`src/rtl/core/stx_etx_packet_deframer_unit_assert.svh`:
```
// Assertion macros for the deframer RTL, used by stxd_core.
// No dependencies; each macro is empty when SYNTH is defined.
`ifndef STX_ETX_PACKET_DEFRAMER_UNIT_ASSERT_SVH
`define STX_ETX_PACKET_DEFRAMER_UNIT_ASSERT_SVH

`ifndef SYNTH
// same-cycle implication
`define STXD_ASSERT_IMPLY(label, clk, rst_n, lhs, rhs) \
    label: assert property (@(posedge clk) disable iff (!rst_n) (lhs) |-> (rhs)) \
        else $error("stxd: implication check failed");
// next-cycle implication
`define STXD_ASSERT_NEXT(label, clk, rst_n, lhs, rhs) \
    label: assert property (@(posedge clk) disable iff (!rst_n) (lhs) |=> (rhs)) \
        else $error("stxd: next-cycle check failed");
`else
`define STXD_ASSERT_IMPLY(label, clk, rst_n, lhs, rhs)
`define STXD_ASSERT_NEXT(label, clk, rst_n, lhs, rhs)
`endif

`endif

```
`src/rtl/core/stxd_pkg.sv`:
```
// Types and constants for the start/end-marker packet deframer.
// No dependencies.
`timescale 1ns / 1ps
package stxd_pkg;

    typedef enum logic [2:0] {
        PH_HUNT   = 3'd0,
        PH_HEADER = 3'd1,
        PH_DATA   = 3'd2,
        PH_CHECK  = 3'd3,
        PH_END    = 3'd4
    } t_phase;

    typedef enum logic [2:0] {
        EV_NONE   = 3'd0,
        EV_DATA   = 3'd1,
        EV_GOOD   = 3'd2,
        EV_LENBAD = 3'd3,
        EV_SUMBAD = 3'd4,
        EV_ENDBAD = 3'd5
    } t_event;

    localparam logic [1:0] CFG_EXP_LEN   = 2'd0;
    localparam logic [1:0] CFG_START     = 2'd1;
    localparam logic [1:0] CFG_END       = 2'd2;

    localparam logic [7:0] RST_EXP_LEN   = 8'd255;
    localparam logic [7:0] RST_START     = 8'd2;
    localparam logic [7:0] RST_END       = 8'd3;

    localparam logic [1:0] HDR_STATUS    = 2'd0;
    localparam logic [1:0] HDR_TYPE      = 2'd1;
    localparam logic [1:0] HDR_LENGTH    = 2'd2;

    typedef struct packed {
        logic [7:0] exp_len;
        logic [7:0] start_mark;
        logic [7:0] end_mark;
    } t_cfg;

    typedef struct packed {
        t_event     event_res;
        logic [7:0] data_byte;
        logic [7:0] frame_type;
        logic [7:0] status_byte;
    } t_result;

endpackage

```
`src/rtl/core/stxd_in_stage.sv`:
```
// Input register of the deframer: holds one received byte beat.
// Depends on nothing outside this file.
`timescale 1ns / 1ps
module stxd_in_stage (
    input  logic       i_clk,
    input  logic       i_rst_n,
    input  logic       i_valid,
    output logic       o_ready,
    input  logic [7:0] i_byte,
    input  logic       i_take,
    output logic       o_valid,
    output logic [7:0] o_byte
);

    logic       r_valid;
    logic [7:0] r_byte;

    // refill in the same cycle the held beat moves on
    assign o_ready = !r_valid || i_take;
    assign o_valid = r_valid;
    assign o_byte  = r_byte;

    always_ff @(posedge i_clk) begin
        if (!i_rst_n) begin
            r_valid <= 1'b0;
        end else if (o_ready) begin
            r_valid <= i_valid;
        end
    end

    always_ff @(posedge i_clk) begin
        if (o_ready && i_valid) begin
            r_byte <= i_byte;
        end
    end

endmodule

```
`src/rtl/core/stxd_core.sv`:
```
// Deframing state machine: phase, header, payload count and running sum.
// Depends on stxd_pkg and the assertion macro header.
`timescale 1ns / 1ps
module stxd_core (
    input  logic             i_clk,
    input  logic             i_rst_n,
    input  logic             i_take,
    input  logic [7:0]       i_byte,
    input  stxd_pkg::t_cfg   i_cfg,
    output stxd_pkg::t_result o_res
);
    import stxd_pkg::*;
    `include "stx_etx_packet_deframer_unit_assert.svh"

    t_phase     r_phase,  n_phase;
    logic [1:0] r_hdr_cnt, n_hdr_cnt;
    logic [7:0] r_pay_cnt, n_pay_cnt;
    logic [7:0] r_sum,    n_sum;
    logic [7:0] r_status, n_status;
    logic [7:0] r_type,   n_type;
    logic [7:0] pay_inc;

    assign pay_inc = r_pay_cnt + 8'd1;

    // next state
    always_comb begin
        n_phase   = r_phase;
        n_hdr_cnt = r_hdr_cnt;
        n_pay_cnt = r_pay_cnt;
        n_sum     = r_sum;
        n_status  = r_status;
        n_type    = r_type;
        unique case (r_phase)
            PH_HUNT: begin
                if (i_byte == i_cfg.start_mark) begin
                    n_phase   = PH_HEADER;
                    n_hdr_cnt = HDR_STATUS;
                    n_sum     = 8'd0;
                end
            end
            PH_HEADER: begin
                n_sum = r_sum + i_byte;
                if (r_hdr_cnt == HDR_STATUS) begin
                    n_status  = i_byte;
                    n_hdr_cnt = HDR_TYPE;
                end else if (r_hdr_cnt == HDR_TYPE) begin
                    n_type    = i_byte;
                    n_hdr_cnt = HDR_LENGTH;
                end else begin
                    n_hdr_cnt = HDR_STATUS;
                    if (i_byte != i_cfg.exp_len) begin
                        n_phase = PH_HUNT;
                    end else begin
                        n_pay_cnt = 8'd0;
                        // zero-length packet goes straight to the checksum
                        n_phase   = (i_byte == 8'd0) ? PH_CHECK : PH_DATA;
                    end
                end
            end
            PH_DATA: begin
                n_sum     = r_sum + i_byte;
                n_pay_cnt = pay_inc;
                if (pay_inc == i_cfg.exp_len) begin
                    n_phase = PH_CHECK;
                end
            end
            PH_CHECK: begin
                n_phase = (i_byte == r_sum) ? PH_END : PH_HUNT;
            end
            PH_END: begin
                n_phase = PH_HUNT;
            end
            default: begin
                n_phase = PH_HUNT;
            end
        endcase
    end

    // result of this beat
    always_comb begin
        o_res.event_res   = EV_NONE;
        o_res.data_byte   = 8'd0;
        o_res.frame_type  = n_type;
        o_res.status_byte = n_status;
        unique case (r_phase)
            PH_HEADER: begin
                if (r_hdr_cnt != HDR_STATUS && r_hdr_cnt != HDR_TYPE &&
                    i_byte != i_cfg.exp_len) begin
                    o_res.event_res = EV_LENBAD;
                end
            end
            PH_DATA: begin
                o_res.event_res = EV_DATA;
                o_res.data_byte = i_byte;
            end
            PH_CHECK: begin
                if (i_byte != r_sum) begin
                    o_res.event_res = EV_SUMBAD;
                end
            end
            PH_END: begin
                o_res.event_res = (i_byte == i_cfg.end_mark) ? EV_GOOD : EV_ENDBAD;
            end
            default: begin
                o_res.event_res = EV_NONE;
            end
        endcase
    end

    always_ff @(posedge i_clk) begin
        if (!i_rst_n) begin
            r_phase   <= PH_HUNT;
            r_hdr_cnt <= HDR_STATUS;
            r_pay_cnt <= 8'd0;
            r_sum     <= 8'd0;
            r_status  <= 8'd0;
            r_type    <= 8'd0;
        end else if (i_take) begin
            r_phase   <= n_phase;
            r_hdr_cnt <= n_hdr_cnt;
            r_pay_cnt <= n_pay_cnt;
            r_sum     <= n_sum;
            r_status  <= n_status;
            r_type    <= n_type;
        end
    end

    `STXD_ASSERT_NEXT(a_hold_idle, i_clk, i_rst_n, !i_take, $stable(r_phase))
    `STXD_ASSERT_NEXT(a_end_to_hunt, i_clk, i_rst_n,
        i_take && r_phase == PH_END, r_phase == PH_HUNT)
    `STXD_ASSERT_NEXT(a_data_exit, i_clk, i_rst_n,
        i_take && r_phase == PH_DATA, r_phase == PH_DATA || r_phase == PH_CHECK)
    `STXD_ASSERT_IMPLY(a_hdr_range, i_clk, i_rst_n, r_phase == PH_HEADER, r_hdr_cnt != 2'd3)

endmodule

```
`src/rtl/core/stxd_out_stage.sv`:
```
// Result register of the deframer: holds one result beat until taken.
// Depends on stxd_pkg.
`timescale 1ns / 1ps
module stxd_out_stage (
    input  logic              i_clk,
    input  logic              i_rst_n,
    input  logic              i_valid,
    output logic              o_ready,
    input  stxd_pkg::t_result i_res,
    output logic              o_valid,
    input  logic              i_ready,
    output stxd_pkg::t_result o_res
);
    import stxd_pkg::*;

    logic    r_valid;
    t_result r_res;

    assign o_ready = !r_valid || i_ready;
    assign o_valid = r_valid;
    assign o_res   = r_res;

    always_ff @(posedge i_clk) begin
        if (!i_rst_n) begin
            r_valid <= 1'b0;
        end else if (o_ready) begin
            r_valid <= i_valid;
        end
    end

    always_ff @(posedge i_clk) begin
        if (o_ready && i_valid) begin
            r_res <= i_res;
        end
    end

endmodule

```
`src/rtl/core/stx_etx_packet_deframer_unit.sv`:
```
// Start/end-marker packet deframer with 8-bit sum checksum.
// Path from input beat to result beat: input register, state logic, result register.
// Throughput one byte beat per cycle while the result side is ready; one result beat for every byte beat.
// Synchronous active-low reset: hunting for the start byte, counters and held header zero,
// expected length 255, start marker 2, end marker 3.
// Depends on stxd_pkg, stxd_in_stage, stxd_core and stxd_out_stage.
`timescale 1ns / 1ps
module stx_etx_packet_deframer_unit (
    input  logic       i_clk,
    input  logic       i_rst_n,
    input  logic       i_in_valid,
    output logic       o_in_ready,
    input  logic [7:0] i_rx_byte,
    output logic       o_out_valid,
    input  logic       i_out_ready,
    output logic [2:0] o_event_res,
    output logic [7:0] o_data_byte,
    output logic [7:0] o_frame_type,
    output logic [7:0] o_status_byte,
    input  logic       i_cfg_we,
    input  logic [1:0] i_cfg_index,
    input  logic [7:0] i_cfg_wdata
);
    import stxd_pkg::*;

    t_cfg       r_cfg;
    logic       in_valid;
    logic [7:0] in_byte;
    logic       out_ready;
    logic       take;
    t_result    core_res;
    t_result    out_res;

    always_ff @(posedge i_clk) begin
        if (!i_rst_n) begin
            r_cfg.exp_len    <= RST_EXP_LEN;
            r_cfg.start_mark <= RST_START;
            r_cfg.end_mark   <= RST_END;
        end else if (i_cfg_we) begin
            unique case (i_cfg_index)
                CFG_EXP_LEN: r_cfg.exp_len    <= i_cfg_wdata;
                CFG_START:   r_cfg.start_mark <= i_cfg_wdata;
                CFG_END:     r_cfg.end_mark   <= i_cfg_wdata;
                default:     r_cfg            <= r_cfg;
            endcase
        end
    end

    assign take = in_valid && out_ready;

    stxd_in_stage u_in (
        .i_clk   (i_clk),
        .i_rst_n (i_rst_n),
        .i_valid (i_in_valid),
        .o_ready (o_in_ready),
        .i_byte  (i_rx_byte),
        .i_take  (take),
        .o_valid (in_valid),
        .o_byte  (in_byte)
    );

    stxd_core u_core (
        .i_clk   (i_clk),
        .i_rst_n (i_rst_n),
        .i_take  (take),
        .i_byte  (in_byte),
        .i_cfg   (r_cfg),
        .o_res   (core_res)
    );

    stxd_out_stage u_out (
        .i_clk   (i_clk),
        .i_rst_n (i_rst_n),
        .i_valid (in_valid),
        .o_ready (out_ready),
        .i_res   (core_res),
        .o_valid (o_out_valid),
        .i_ready (i_out_ready),
        .o_res   (out_res)
    );

    assign o_event_res   = out_res.event_res;
    assign o_data_byte   = out_res.data_byte;
    assign o_frame_type  = out_res.frame_type;
    assign o_status_byte = out_res.status_byte;

endmodule

```
`config.mk`:
```
export PLATFORM = sky130hd
export DESIGN_NAME = stx_etx_packet_deframer_unit
export DESIGN_NICKNAME = d
export VERILOG_FILES = /design/src/rtl/core/stxd_pkg.sv /design/src/rtl/core/stxd_in_stage.sv /design/src/rtl/core/stxd_core.sv /design/src/rtl/core/stxd_out_stage.sv /design/src/rtl/core/stx_etx_packet_deframer_unit.sv
export VERILOG_INCLUDE_DIRS = /design/src /design/src/rtl/core
export SDC_FILE = /design/constraint.sdc
export NUM_CORES = 1
export LEC_CHECK = 0
export ABC_CLOCK_PERIOD_IN_PS = 3200
export BUFFER_PORTS_ARGS = -buffer_cell sky130_fd_sc_hd__buf_2
export CORE_MARGIN = 2
export CORE_UTILIZATION = 58
export CTS_CLUSTER_SIZE = 40
export DETAILED_ROUTE_END_ITERATION = 16
export HOLD_SLACK_MARGIN = 0.12
export PLACE_DENSITY = 0.84
export SYNTH_ARGS = -nofsm -noshare
export SYNTH_HDL_FRONTEND = slang
export SYNTH_SLANG_ARGS = --single-unit
```
`constraint.sdc`:
```
create_clock -name i_clk -period 3.2 [get_ports i_clk]
set_input_delay 0.32 -clock i_clk [delete_from_list [all_inputs] [get_ports i_clk]]
set_output_delay 0.32 -clock i_clk [all_outputs]
set_load 0.01 [all_outputs]
```
; ---- After elaboration in Yosys (flattened, before gate mapping)
; Index checks and enable logic that the tools add are counted.
[word_totals]
reg_bits = 98
out_inout_bits = 29
[op_classes]
add_sub_neg = 2
reduce_logical = 24
n_eq_ne = 19
mux = 27
[op_table]
columns = op, count
row1 = 2-to-1 mux 8 bit, 9
row2 = == test 8 bit, 4
row3 = case mux 8 bit (2 select lines), 2
row4 = 2-to-1 mux 3 bit, 8
row5 = case mux 3 bit (4 select lines), 2
row6 = != test 8 bit, 2
row7 = AND reduction 5 bit, 2
row8 = adder 8 x 1 -> 8 bit (second input constant), 1
row9 = adder 8 bit, 1
row10 = zero test 8 bit, 1
row11 = 2-to-1 mux 2 bit, 4
row12 = nonzero test 2 bit, 4
row13 = == test 3 x 2 -> 1 bit (second input constant), 2
row14 = != test 2 x 1 -> 1 bit (second input constant), 3
row15 = != test 2 bit (second input constant), 3
row16 = AND reduction 2 bit, 3
row17 = AND reduction 3 bit, 2
row18 = == test 2 x 1 -> 1 bit (second input constant), 2
row19 = logical AND 1 bit, 4
row20 = zero test 2 bit, 2
row21 = case mux 2 bit (2 select lines), 1
row22 = == test 3 x 1 -> 1 bit (second input constant), 1
row23 = == test 3 bit (second input constant), 1
row24 = zero test 3 bit, 1
row25 = 5 further kinds, 7

; ---- Logic depth before layout (Yosys ltp)
[logic_depth]
word_depth = 6
ltp_mapped = 9
mapped_depth_nobuf = 9

; ---- Cells and area by module
; From an unflattened synthesis, not the netlist that was laid out.
[unflattened]
hier_cells = 469
hier_area_um2 = 4822.1
[by_module_without_submodules]
columns = module, n_inst, area_per_inst_um2, cells_per_inst
row1 = stxd_core, 1, 2676.3, 327
row2 = stx_etx_packet_deframer_unit, 1, 979.7, 97
row3 = stxd_out_stage, 1, 868.3, 32
row4 = stxd_in_stage, 1, 297.8, 13

; ---- Least setup slack after synthesis
; OpenSTA, ideal clock, no wires.
[synth_timing]
path_type = register -> register
from = register u_in.r_byte[1] (netlist: u_in.o_byte[1])
to = register u_core.r_sum[7]
required_ns = 3.105
arrival_ns = 2.260
path_slack_ns = 0.845
synth_period_minus_slack_ns = 2.355
setup_time_ns = 0.095
n_path_buf = 0
stages_incl_launch_ff = 8
path_cell_list = edfxtp_1 -> ha_1 -> a21o_1 -> a211o_1 -> a2111o_1 -> and3_1 -> or4_1 -> o311ai_1
[synth_between]
elab_chain_cells = 3
elab_cells_between_ends = 5
classes_between = add/sub (1) / eq/ne (2) / mux (1) / reduce/logical (1)
[synth_rtl]
columns = item, line
row1 = "start, declared", stxd_in_stage.sv:16  ; logic [7:0] r_byte;
row2 = "start signal, assigned", stxd_in_stage.sv:33  ; r_byte <= i_byte;
row3 = branches (longest 3 deep; another with adder 8 bit), -
row4 = "end signal, assigned", stxd_core.sv:122  ; r_sum <= n_sum;
row5 = "end, declared", stxd_core.sv:18  ; logic [7:0] r_sum, n_sum;
; Several ways; the timed one is not identified.
; A chain may end at the register's enable or synchronous reset.

; ---- Final worst setup path
[layout_timing]
from = register u_in.r_byte[0] (netlist: u_in.o_byte[0])
to = register u_core.r_sum[7]
; Same word-level chain as after synthesis.

==> out/metrics.cfg <==
[synthesis]
synth_xor_area_frac = 0.0728
synth_edf_count = 35
synth.mux.area_fraction = 0.110
synth-simple-area-share = 0.197
synth-adder-area-share = 0.0256
synth_compound_area_frac = 0.0741
netlist_instances = 460
synth.distinct_cells = 47
seq_area_frac_synth = 0.493
synth_top_family_by_area = simple AND/OR/NAND/NOR gates
synth_ff_type = dfxtp_1
syn_area_per_cell_um2 = 10.2
synth_area_leaders = dfxtp_1 (27%), edfxtp_1 (22%), mux2i_1 (7.7%), nand2_1 (5.4%), xnor2_1 (4.7%)
synth_area_leader_cell = dfxtp_1
yosysTopAreaCellShare = 0.269
ys_warn_count = 0
synth_area_um2 = 4690
async_flop_share = 0
synth_nets = 492
ys_ff_latch = 98

[routing]
dr.pass1.iters = 5
wirelength_um = 9800
ant_nets = 0
via_per_inst = 5.67
detail_route.wl_per_cell_um = 15.8
drc = 0
drt_iter0_drc = 201
vias = 3508

[placed_design]
port_buffers = 51
dpl_cell_area_um2 = 5030
gp_congestion = 0.862
post-dp-hpwl_um = 6800

[setup_path]
cp_max_fo = 9
endpoint_kind = flop
worstSetupStartpointType = flop
cpPeakStageDelay_ns = 0.56
crit_type = flop to flop
required_ns = 3.48
arrival_ns = 2.86
worstPathCellList = ha_1 > a21o_1 > a211o_1 > a2111o_1 > and3_1 > or4_1 > o311ai_1
slowest_stage = edfxtp_1

[power_and_ir_drop]
power_density_nw_per_um2 = 435
vdd_drop_max_mv = 0.322
p_leak_nw = 2.19

[job]
max_cap_viol_count = 0

[floorplanning]
pin_count = 52
die-area_um2 = 8820
die_w_um = 93.9
row_count = 32
die_y_um = 93.9
coreArea_um2 = 7770
start_util = 0.604

[outcome]
outcome = completed

[worst_hold_path]
hp-class = input pin to flop

[sta]
rsz0062_at_grt = false
period_minus_slack_ns = 2.59
setup_tns_ns = 0
finClkSkew_ns = 0.0159
fmaxAchievable_mhz = 387
finalSetupViolCount = 0
slew_headroom = 0.492
hold_viol = 0
drv_slew = 0
tightestPinTransition_ns = 0.760
finalCritPeriodShare = 0.808

[clock_network]
cts_sinks = 98
insertion_delay_ns = 0.38
ctsResizeCount = 0
cts_tree = done
clock_path_buffers = 2
clk_pin_slew_worst_paths_ns = 0.10
clock-root-buffer = clkbuf_8
cts_buffers = 9
cts.htree.levels = 3

[layout]
final_area_um2 = 5300
drive_gt1_frac = 0.193
multiInputGateArea_um2 = 2250
synthToLayoutAreaGrowth_pct = 13.0
nNetsFinal = 544
diodes = 0
num-fill-cells = 602
regArea_um2 = 2310

[grt]
grt_max_degree = 38
grt_pass1_wl_um = 16300
antenna_found_initial = 0
globalRouteTotalUtil = 0.238
globalRouteOverflowTotal = 0
grt_pass1_vias = 3358

synthesized netlist by cell type, types with 2 or more instances:
library cell  count
nand2b_1          3
a21boi_0          5
nand4_1           6
clkbuf_1         22
or2_2             2
and2_1            8
nor2b_1          26
o31ai_1           4
edfxtp_1         35
o21a_1            6
xnor2_1          25
nor4_1            5
inv_1             8
nand3b_1          2
nand3_1          16
nor3_1           12
or4_1             2
dfxtp_1          63
a21oi_1           9
nand4b_1          2
xor2_1           14
mux2_2           14
nand2_1          67
a22oi_1           2
nor3b_1           3
o21ai_0          12
and3_1            4
nor2_1           17
buf_2             2
ha_1              8
o221a_2           5
mux2i_1          36
report_power, final:
part | leakage, nW | total (mW) | switching (mW) | internal [mW]
clock | 0.100 | 0.785 | 0.478 | 0.307
combinational | 1.24 | 0.176 | 0.0964 | 0.0798
sequential | 0.853 | 1.35 | 0.0270 | 1.32
total | 2.19 | 2.31 | 0.602 | 1.71
per-layer routing:
| metal | vias up | track usage | part of all wire |
|---|---|---|---|
| li1 | 1715 | - | - |
| met4 | 0 | 0.0990 | 0.024 |
| met2 | 122 | 0.395 | 0.49 |
| met1 | 1651 | 0.315 | 0.44 |
| met5 | - | 0 | 0 |
| met3 | 20 | 0.0289 | 0.053 |
placed cells by master, fill, tap and decap left out, types with 9 or more instances in the layout:
cell,count
a21oi_1,9
buf_2,51
clkbuf_8,9
dfxtp_1,63
edfxtp_1,35
mux2_2,14
mux2i_1,36
nand2_1,67
nand3_1,16
nor2_1,17
nor2b_1,26
nor3_1,12
o21ai_0,12
xnor2_1,25
xor2_1,14
path summary, 6_finish.rpt:
path / startpoint / end / slack (ns) / cells past startpoint
setup / recovery: u_in.o_byte[0]$_DFFE_PP_ / u_core.r_sum[7]$_SDFFE_PN0P_ / 0.61 / 7
hold / removal: i_in_valid / u_in.o_valid$_SDFFE_PN0N_ / 0.17 / 3
setup reg to reg: u_in.o_byte[0]$_DFFE_PP_ / u_core.r_sum[7]$_SDFFE_PN0P_ / 0.61 / 7
hold reg to reg: u_core.r_type[5]$_SDFFE_PN0P_ / u_core.r_type[5]$_SDFFE_PN0P_ / 0.47 / 2
critical path, delay by kind of cell, from the launching register on:
| family | cells | cell delay (ns) |
|---|---|---|
| AOI/OAI and AO/OA | 4 | 0.97 |
| adders and majority gates | 1 | 0.29 |
| DFF | 1 | 0.56 |
| and+or+nand+nor | 2 | 0.68 |
flip-flops by register name, indices dropped and copies added (netlist names):
| signal | count |
|---|---|
| r_cfg | 24 |
| u_core.r_hdr_cnt | 2 |
| u_core.r_pay_cnt | 8 |
| u_core.r_phase | 3 |
| u_core.r_status | 8 |
| u_core.r_sum | 8 |
| u_core.r_type | 8 |
| u_in.o_byte | 8 |
| u_in.o_valid | 1 |
| u_out.o_res | 27 |
| u_out.o_valid | 1 |
kinds of logic (layout without fill, tap and decap cells):
group | after synthesis | count (layout)
AND/OR/NAND/NOR | 181 | 181
flip-flops | 98 | 98
AO/OA/AOI/OAI | 50 | 50
multiplexers | 50 | 50
XOR/XNOR | 39 | 39
buffers and inverters | 33 | 90
adder cells (fa/ha/maj) | 9 | 9
area by class of cell:
type                            count  area share
Clock buffer                        9      0.0234
Clock inverter                      7      0.0130
Inverter                            8     0.00566
Multi-Input combinational cell    329       0.425
Sequential cell                    98       0.436
Tap cell                          102      0.0241
Timing Repair Buffer               66      0.0731
stage by stage:
stage | utilization | power, mW | instances | hold slack [ns] | setup WS [ns]
3_3_place_gp | 0.648 | 1.53 | 595 | 0.439 | 0.711
4_1_cts | 0.682 | 2.32 | 618 | 0.121 | 0.608
5_1_grt | 0.683 | 2.40 | 619 | 0.193 | 0.513
2_1_floorplan | - | 1.48 | 460 | 0.419 | 0.845
3_5_place_dp | 0.648 | 1.54 | 595 | 0.453 | 0.638
6_report | 0.683 | 2.31 | 619 | 0.174 | 0.615
what timing repair did:
item | 4_1_cts | 5_1_grt
hold buffers | 7 | 1
buffers inserted | 0 | 0
hold endpoints to repair | 7 | 1
Note: power is estimated with default switching activity, not from simulation.
